==> src/fmul_pkg.sv <==
// Shared constants and types of the single-precision multiplier.
package fmul_pkg;

    localparam int unsigned WordW  = 32;
    localparam int unsigned ExpW   = 8;
    localparam int unsigned FracW  = 23;
    localparam int unsigned SigW   = FracW + 1;
    localparam int unsigned ProdW  = 2 * SigW;
    localparam int unsigned EW     = 11;
    localparam int unsigned ShW    = 6;

    localparam logic [WordW-1:0] QNAN_WORD = 32'hFFC0_0000;
    localparam logic [WordW-1:0] QUIET_BIT = 32'h0040_0000;
    localparam logic [WordW-1:0] INF_MAG   = 32'h7F80_0000;
    localparam logic signed [EW-1:0] EXP_BIAS   = 11'sd127;
    localparam logic signed [EW-1:0] EXP_MAX    = 11'sd255;
    localparam logic signed [EW-1:0] UFLOW_SPAN = 11'sd48;

    typedef struct packed {
        logic is_spec;
        logic is_zero;
    } fmul_ctl_t;

endpackage

==> src/float32_multiplier_unit.sv <==
// Top level of the pipelined single-precision multiplier.
//
// Usage: present two binary32 words on s_operand_a and s_operand_b with
// s_valid; the request is taken when s_valid and s_ready are both high.
// The product appears on m_product with m_valid and is handed over when
// m_ready is high.
// Throughput: one request per cycle while the output is not stalled, through
// four register stages (decode and 24x24 multiply, leading-zero count,
// normalising shift, round and pack).
// Special operands (NaN, zero, infinity) are decided in the first stage and
// ride the pipe beside the arithmetic path.
// Reset (aresetn low, synchronous) clears every stage valid bit; payload
// registers keep whatever they held.
// When the receiver stalls, the whole pipe holds: s_ready falls while the
// output register is full and not taken, so nothing is lost or repeated.
module float32_multiplier_unit (
    input  logic                          aclk,
    input  logic                          aresetn,
    input  logic                          s_valid,
    output logic                          s_ready,
    input  logic [fmul_pkg::WordW-1:0]    s_operand_a,
    input  logic [fmul_pkg::WordW-1:0]    s_operand_b,
    output logic                          m_valid,
    input  logic                          m_ready,
    output logic [fmul_pkg::WordW-1:0]    m_product
);
    import fmul_pkg::*;

    logic adv;

    // stage 1 decode
    logic             sa, sb, za, zb, ia, ib, na, nb;
    logic [ExpW-1:0]  ea, eb;
    logic [FracW-1:0] fa, fb;
    logic [SigW-1:0]  ma, mb;
    logic [ExpW-1:0]  ea_adj, eb_adj;

    logic                   v1_reg, v1_next;
    fmul_ctl_t              ctl1_reg, ctl1_next;
    logic [WordW-1:0]       word1_reg, word1_next;
    logic                   sign1_reg, sign1_next;
    logic signed [EW-1:0]   e1_reg, e1_next;
    logic [ProdW-1:0]       m1_reg, m1_next;

    logic                   v2_reg;
    fmul_ctl_t              ctl2_reg;
    logic [WordW-1:0]       word2_reg;
    logic                   sign2_reg;
    logic signed [EW-1:0]   e2_reg, e2_next;
    logic [ProdW-1:0]       m2_reg, m2_next;
    logic [ShW-1:0]         s2_reg, s2_next;
    logic [ShW-1:0]         lz;

    logic                   v3_reg;
    fmul_ctl_t              ctl3_reg, ctl3_next;
    logic [WordW-1:0]       word3_reg;
    logic                   sign3_reg;
    logic signed [EW-1:0]   e3_reg;
    logic [ProdW-1:0]       m3_reg, m3_next;
    logic [ShW-1:0]         rs3_reg, rs3_next;
    logic signed [EW-1:0]   neg_e;

    logic                   v4_reg;
    logic [WordW-1:0]       prod4_reg, prod4_next;

    // advance the pipe unless the output register is full and stalled
    assign adv     = !v4_reg || m_ready;
    assign s_ready = adv;
    assign m_valid = v4_reg;
    assign m_product = prod4_reg;

    // stage 1: classify operands, pick special results, multiply significands
    always_comb begin
        sa = s_operand_a[31];
        sb = s_operand_b[31];
        ea = s_operand_a[30:23];
        eb = s_operand_b[30:23];
        fa = s_operand_a[22:0];
        fb = s_operand_b[22:0];
        za = (ea == '0) && (fa == '0);
        zb = (eb == '0) && (fb == '0);
        ia = (ea == '1) && (fa == '0);
        ib = (eb == '1) && (fb == '0);
        na = (ea == '1) && (fa != '0);
        nb = (eb == '1) && (fb != '0);
        sign1_next = sa ^ sb;
        ctl1_next.is_zero = 1'b0;
        ctl1_next.is_spec = 1'b1;
        priority if ((za && ib) || (ia && zb)) begin
            word1_next = QNAN_WORD;
        end else if (nb) begin
            word1_next = s_operand_b | QUIET_BIT;
        end else if (na) begin
            word1_next = s_operand_a | QUIET_BIT;
        end else if (za || zb) begin
            word1_next = {sign1_next, 31'd0};
        end else if (ia || ib) begin
            word1_next = {sign1_next, 31'd0} | INF_MAG;
        end else begin
            word1_next = '0;
            ctl1_next.is_spec = 1'b0;
        end
        // subnormals: hidden bit clear, exponent taken as one
        ma = {(ea != '0), fa};
        mb = {(eb != '0), fb};
        ea_adj = (ea == '0) ? 8'd1 : ea;
        eb_adj = (eb == '0) ? 8'd1 : eb;
        e1_next = $signed({3'b000, ea_adj}) + $signed({3'b000, eb_adj}) - EXP_BIAS;
        m1_next = ma * mb;
        v1_next = s_valid;
    end

    // stage 2: leading-zero count from bit 46 down, choose normalising shift
    always_comb begin
        lz = '0;
        for (int i = 0; i < ProdW - 1; i++) begin
            if (m1_reg[i]) begin
                lz = ShW'(ProdW - 2 - i);
            end
        end
        if (m1_reg[ProdW-1]) begin
            m2_next = m1_reg >> 1;
            e2_next = e1_reg + 11'sd1;
            s2_next = '0;
        end else if (m1_reg[ProdW-2]) begin
            m2_next = m1_reg;
            e2_next = e1_reg;
            s2_next = '0;
        end else begin
            m2_next = m1_reg;
            // at least one step, at most until the exponent reaches zero, but one step if it is not positive
            if (e1_reg < 11'sd1) begin
                s2_next = ShW'(1);
            end else if (e1_reg > $signed({{(EW-ShW){1'b0}}, lz})) begin
                s2_next = lz;
            end else begin
                s2_next = e1_reg[ShW-1:0];
            end
            e2_next = e1_reg - $signed({{(EW-ShW){1'b0}}, s2_next});
        end
    end

    // stage 3: apply shift, flag deep underflow as zero, work out the underflow shift
    always_comb begin
        m3_next = m2_reg << s2_reg;
        neg_e   = 11'sd1 - e2_reg;
        ctl3_next = ctl2_reg;
        rs3_next  = '0;
        if (!ctl2_reg.is_spec && (e2_reg + UFLOW_SPAN < 11'sd0)) begin
            ctl3_next.is_zero = 1'b1;
        end else if (e2_reg <= 11'sd0) begin
            rs3_next = neg_e[ShW-1:0];
        end
    end

    fmul_round u_round (
        .ctl       (ctl3_reg),
        .spec_word (word3_reg),
        .sign      (sign3_reg),
        .expo      (e3_reg),
        .mant      (m3_reg),
        .rshift    (rs3_reg),
        .product   (prod4_next)
    );

    // valid bits: clear on reset, advance together with the payload
    always_ff @(posedge aclk) begin
        if (!aresetn) begin
            v1_reg <= 1'b0;
            v2_reg <= 1'b0;
            v3_reg <= 1'b0;
            v4_reg <= 1'b0;
        end else if (adv) begin
            v1_reg <= v1_next;
            v2_reg <= v1_reg;
            v3_reg <= v2_reg;
            v4_reg <= v3_reg;
        end
    end

    // payload: hold while stalled
    always_ff @(posedge aclk) begin
        if (adv) begin
            ctl1_reg  <= ctl1_next;
            word1_reg <= word1_next;
            sign1_reg <= sign1_next;
            e1_reg    <= e1_next;
            m1_reg    <= m1_next;
            ctl2_reg  <= ctl1_reg;
            word2_reg <= word1_reg;
            sign2_reg <= sign1_reg;
            e2_reg    <= e2_next;
            m2_reg    <= m2_next;
            s2_reg    <= s2_next;
            ctl3_reg  <= ctl3_next;
            word3_reg <= word2_reg;
            sign3_reg <= sign2_reg;
            e3_reg    <= e2_reg;
            m3_reg    <= m3_next;
            rs3_reg   <= rs3_next;
            prod4_reg <= prod4_next;
        end
    end

`ifndef NO_ASSERTIONS
    // a normalised item has no bit above 46 after the shift
    a_norm_top: assert property (@(posedge aclk) disable iff (!aresetn)
        (v3_reg && !ctl3_reg.is_spec && !ctl3_reg.is_zero) |-> !m3_reg[ProdW-1])
        else $error("normalised significand overflowed bit 46");

    // positive exponent implies a leading one at bit 46
    a_norm_lead: assert property (@(posedge aclk) disable iff (!aresetn)
        (v3_reg && !ctl3_reg.is_spec && !ctl3_reg.is_zero && e3_reg > 11'sd0)
        |-> m3_reg[ProdW-2])
        else $error("normal result lacks its leading one");

    // underflow shift only for non-positive exponents
    a_uflow: assert property (@(posedge aclk) disable iff (!aresetn)
        (v3_reg && rs3_reg != '0) |-> (e3_reg <= 11'sd0))
        else $error("underflow shift with positive exponent");

    // a stalled output keeps the pipe frozen
    a_stall: assert property (@(posedge aclk) disable iff (!aresetn)
        (v4_reg && !m_ready) |=> ($stable(v3_reg) && m_valid))
        else $error("pipe moved during a stall");
`endif

endmodule

==> src/fmul_round.sv <==
// Final stage logic: special and zero results, guard rounding, overflow, underflow shift and packing.
module fmul_round (
    input  fmul_pkg::fmul_ctl_t                        ctl,
    input  logic [fmul_pkg::WordW-1:0]                 spec_word,
    input  logic                                       sign,
    input  logic signed [fmul_pkg::EW-1:0]             expo,
    input  logic [fmul_pkg::ProdW-1:0]                 mant,
    input  logic [fmul_pkg::ShW-1:0]                   rshift,
    output logic [fmul_pkg::WordW-1:0]                 product
);
    import fmul_pkg::*;

    logic [SigW:0]          rnd;
    logic signed [EW-1:0]   exp_rnd;
    logic [FracW-1:0]       frac_rnd;
    logic [ProdW-1:0]       sub_m;

    always_comb begin
        rnd      = {1'b0, mant[ProdW-2:FracW]} + {{SigW{1'b0}}, mant[FracW-1]};
        exp_rnd  = expo + {{(EW-1){1'b0}}, rnd[SigW]};
        frac_rnd = rnd[SigW] ? rnd[SigW-1:1] : rnd[FracW-1:0];
        sub_m    = mant >> rshift;
        priority if (ctl.is_spec) begin
            product = spec_word;
        end else if (ctl.is_zero) begin
            product = {sign, {(WordW-1){1'b0}}};
        end else if (expo >= EXP_MAX) begin
            product = {sign, 31'd0} | INF_MAG;
        end else if (expo > 11'sd0) begin
            if (exp_rnd >= EXP_MAX) begin
                product = {sign, 31'd0} | INF_MAG;
            end else begin
                product = {sign, exp_rnd[ExpW-1:0], frac_rnd};
            end
        end else begin
            product = {sign, {ExpW{1'b0}}, sub_m[ProdW-3:FracW]};
        end
    end

endmodule
==> config.mk <==
export PLATFORM = sky130hd
export DESIGN_NAME = float32_multiplier_unit
export DESIGN_NICKNAME = d
export VERILOG_FILES = /design/src/fmul_pkg.sv /design/src/float32_multiplier_unit.sv /design/src/fmul_round.sv
export SDC_FILE = /design/constraint.sdc
export NUM_CORES = 2
export LEC_CHECK = 0
export ABC_AREA = 1
export ABC_CLOCK_PERIOD_IN_PS = 13100
export BUFFER_PORTS_ARGS = -buffer_cell sky130_fd_sc_hd__clkbuf_2
export CAP_MARGIN = 20
export CORE_MARGIN = 2
export CORE_UTILIZATION = 45
export CTS_CLUSTER_DIAMETER = 80
export CTS_CLUSTER_SIZE = 28
export DETAILED_ROUTE_END_ITERATION = 12
export GPL_TIMING_DRIVEN = 0
export HOLD_SLACK_MARGIN = 0.06
export PLACE_DENSITY = 0.66
export SLEW_MARGIN = 15
export SYNTH_ARGS = -nofsm -noshare
export SYNTH_HDL_FRONTEND = slang
export SYNTH_SLANG_ARGS = --single-unit
export TNS_END_PERCENT = 50
==> constraint.sdc <==
create_clock -name aclk -period 13.1 [get_ports aclk]
set_input_delay 0.655 -clock aclk [delete_from_list [all_inputs] [get_ports aclk]]
set_output_delay 0.655 -clock aclk [all_outputs]
set_load 0.02 [all_outputs]
After elaboration in Yosys (flattened, before gate mapping):

Cells that the tools add are included.

* logic and storage cells: 141
* register bits after elaboration: 328
* memories kept: 0
* latch bits: 0
* RAM bits: 0
* ROM bits: 0
* output and inout port bits: 34

* add/subtract/negate cells: 8
* muxes and demuxes: 67
* multiply operators: 1
* eq/ne operators: 2
* shift-type cells: 2
* reductions and logical operators: 27
* $lt $le $gt $ge: 7
* divide/modulo/power cells: 0
* bitwise operators: 2

Operator list (number)
* 6-bit two-way mux: 51
* 32-bit two-way mux: 5
* 31-bit two-way mux: 4
* 24-bit by 24-bit multiplier with 48-bit output: 1
* 48-bit by 6-bit left shift with 48-bit output: 1
* 48-bit by 6-bit right shift with 46-bit output: 1
* 23-bit logical NOT: 2
* 46-bit two-way mux: 1
* 23-bit nonzero test: 2
* 24-bit by 1-bit adder with 25-bit output: 1
* 23-bit two-way mux: 1
* 11-bit by 9-bit greater-or-equal comparator with 1-bit output (second input constant): 2
* 11-bit two-way mux: 2
* 8-bit == test (second input constant): 2
* 8-bit logical NOT: 2
* 8-bit two-way mux: 2
* 8-bit nonzero test: 2
* 11-bit by 1-bit adder with 11-bit output: 1
* 11-bit by 2-bit adder with 11-bit output (second input constant): 1
* 11-bit by 7-bit adder with 11-bit output (second input constant): 1
* 11-bit by 1-bit greater-than comparator with 1-bit output (second input constant): 1
* 11-bit by 7-bit greater-than comparator with 1-bit output: 1
* 11-bit by 1-bit less-or-equal comparator with 1-bit output (second input constant): 1
* 11-bit by 1-bit < comparator with 1-bit output (second input constant): 1
* 14 further kinds: 27

Depth between registers and ports, before layout:

* depth after elaboration: 55
* mapped depth: 69

By module:

A second synthesis with hierarchy kept.

* cells, all modules: 4531
* area total of the unflattened synthesis: 37215.7 µm²

By module, submodules not included
* float32_multiplier_unit: instances 1, cells each 3834, area an instance 34096.5 µm²
* fmul_round: instances 1, cells each 697, area an instance 3119.2 µm²

Worst setup path after synthesis:

Ideal clock, no wire load.

* kind: input-to-reg
* from: input port m_ready
* to: register ctl1_reg[1] (netlist name) (enable)
* stages on the path: 2
* data arrival time: 6.676 ns
* path buffers: 0
* data required time: 12.441 ns
* library setup time: 0.659 ns
* setup slack: 5.764 ns
* path through: nor2_1 inv_1

* cells in the longest elaborated chain, start to end: 1

Ends and longest elaborated chain
* start: declaration: line float32_multiplier_unit.sv:24 `input logic m_ready,`
* 1-bit logical OR: line float32_multiplier_unit.sv:67 `assign adv = !v4_reg || m_ready;`
* via s_ready: line float32_multiplier_unit.sv:20 `output logic s_ready,`
* end signal: assignment: line float32_multiplier_unit.sv:184 `ctl1_reg <= ctl1_next;`
* end: declaration: line float32_multiplier_unit.sv:39 `fmul_ctl_t ctl1_reg, ctl1_next;`

The timed path passes the listed nets, and every way through them passes these cells.
A chain may end at the register's enable or synchronous reset.

Final worst setup path:

* from: input port s_operand_b[23] (netlist name)
* to: register m1_reg[47] (data pin)

* cells in the longest elaborated chain, start to end: 2

Ends and longest elaborated chain
* start: declaration: line float32_multiplier_unit.sv:22 `input logic [fmul_pkg::WordW-1:0] s_operand_b,`
* 8-bit nonzero test: line float32_multiplier_unit.sv:105 `mb = {(eb != '0), fb};`
* 24-bit by 24-bit multiplier with 48-bit output: line float32_multiplier_unit.sv:109 `m1_next = ma * mb;`
* via m1_next[47]: line float32_multiplier_unit.sv:43 `logic [ProdW-1:0] m1_reg, m1_next;`
* end signal: assignment: line float32_multiplier_unit.sv:188 `m1_reg <= m1_next;`
* end: declaration: line float32_multiplier_unit.sv:43

The timed path passes the listed nets, and every way through them passes these cells.

==> run summary <==
metal3 WL = 10630 µm
via/cell ratio = 5.494
Critical Path Start Type = input port
CTS H-tree depth = 1
Worst Setup SP = s_operand_b[23]
die area = 81480 µm²
diode count = 0
Final Util = 48.33%
Post-CTS Repair Setup Buffers = 0
placed instance count = 5353
final max-slew violation count = 0
Crit path arrival time = 9.07 ns
Initial DRC Count = 2800
Post-CTS Hold Buffers = 0
die width = 285.4 µm
Top cell by count, worst path = fa_1
total CTS buffers = 20
clock sink total = 304
layout net count = 5084
I/O pin count = 102
Root Driver = clkbuf_16
initial antenna violation count = 4
Post-Syn Instances = 4236
Syn. warnings = 0
Die Y-Extent = 285.4 µm
CTS tree = yes
RSZ-0062 raised after global routing = false
Crit Path Max Fanout = 10
pin count of the biggest net entering global routing = 125
Post-synth EDFFs = 300
final worst path period need = 8.791 ns
post-DP HPWL = 95890 µm
1st-pass router iterations = 5
share of layout cells above drive strength 1 = 3.458%
# fillers = 7654
FF-to-FF Start = m3_reg[23]
max reg flops = 48
CTS clk-pin slew, worst paths = 0.10 ns
Unique masters post-synth = 63
final wirelength = 118300 µm
first-pass GRT wire length = 176100 µm
I/O Buffers = 63
slowest stage delay, CP = 0.79 ns
Finished Layout Cells = 5388
num rows = 103
fmax = 0.1138 GHz
DRC = 0
critical path class = in -> reg
Clock Tree Buf Depth = 3
Slowest cell on crit path = nor2_1
Top Layer Used = met5
Async SR Flop Fraction = 0%
most frequent cells in the layout = nand2_1, inv_1, fa_1
Reg2Reg Depth = 31
final antenna-violating net count = 0
core area = 78740 µm²
worst rel slew slack = 21.74%
Mapped Nets = 4995
routability cong. = 0.9779
Worst Tran Pin Value = 1.174 ns
Worst Clk Skew = 0.03154 ns
register bit count reported by yosys = 304
outcome = finished, final reports clean
cts repair resizes = 0
setup TNS = 0 ns
wire length per cell after detailed routing = 21.96 µm
required time of the critical path = 13.37 ns
Clock Latency Late Sink = 0.55 ns
post-route met1 wirelength = 46860 µm
worst hold path type = in -> reg
hold depth = 2
ys flop type = edfxtp_1
commonest non-fill, non-tap cell in the layout = nand2_1
Via Count = 29600
Final Cycle Share = 67.11%
max_cap viols = 0
gr ovfl total = 0
overall routing resource usage = 28.98%
Hold Crit Start = aresetn
vias in the first global route = 28920
metal2 WL = 54130 µm
crit end category = register
Initial Util = 45.27%
Synth Area per Inst = 8.415 µm²
final hold vios = 0
register area share after synthesis = 25.50%
synthesized area = 35650 µm²
area delta synth->final = 6.753%
count of final setup violators = 0
-- final cells by class --
| cell class | instances | area [µm²] | share of cell area, % |
|---|---|---|---|
| inverter | 888 | 3341 | 8.779 |
| buffer | 235 | 882.1 | 2.318 |
| multi-input combinational | 2809 | 22350 | 58.73 |
| clock buffer | 24 | 536.8 | 1.411 |
| sequential | 304 | 9089 | 23.88 |
| tap | 1050 | 1314 | 3.452 |
| clock inverter | 11 | 160.2 | 0.4209 |
| timing repair buffer | 67 | 382.9 | 1.006 |
-- worst paths after layout --
check / to / slack [ns]
max reg2reg: m_product[17] / 6.72
max: m1_reg[47] / 4.31
min: m_valid / 0.36
min reg2reg: word3_reg[18] / 0.41
-- stage by stage --
stage | hold slack, ns | instance area (µm²) | worst slack, ns
finish | 0.3615 | 38050 | 4.309
global route | 0.3480 | 38050 | 4.054
CTS | 0.3463 | 38050 | 4.387
detailed placement | 0.4045 | 37360 | 3.811
global placement | 0.4007 | 37270 | 2.553
floorplan | 0.4003 | 35650 | 5.764
-- worst max-delay path: cells and delay by family --
family	cells	cell delay, ns
compound gates	6	0.99
xor+xnor	1	0.11
fa+ha+maj	8	3.70
buf+inv	8	1.60
simple gates	9	1.98
-- cells in the mapped netlist, drive strengths merged, types with 5 or more instances --
library cell	count	share of area, %
nor2	179	1.9
a31oi	18	0.36
or2	9	0.16
nand4	21	0.37
mux2i	23	0.65
edfxtp	300	25
nor4	29	0.51
o21ai	269	4.0
o22ai	15	0.26
o211ai	16	0.34
inv	883	9.3
a21boi	7	0.23
clkinv	5	0.053
nand3	113	1.6
a21oi	122	1.8
o221ai	7	0.17
o311ai	10	0.25
a211oi	8	0.17
ha	207	7.3
nor3	41	0.58
clkbuf	224	2.4
nand2	1095	12
a32o	12	0.34
fa	484	27
o31ai	10	0.22
buf	11	0.12
xnor2	21	0.52
xor2	55	1.4
-- cells by family (layout without fill, tap and decap cells) --
kind of cell    count (synthesis)  after routing  synth area share (%)
fa+ha+maj                     691            691                 34.45
xor+xnor                       76             76                 1.867
compound gates                523            523                 8.863
flops                         304            304                 25.50
buf+inv                      1123           1225                 11.83
mux                            24             24                0.6774
simple gates                 1495           1495                 16.82
-- per-layer routing --
metal | vias up | global-route usage [%]
met3 | 340 | 5.550
met5 | - | 0
met4 | 6 | 13.73
li1 | 13330 | -
met1 | 14560 | 38.10
met2 | 1372 | 46.36
Power is left out: the tool's default activity adds up to more than one toggle a clock period on the data nets, which glitch-free logic cannot reach.
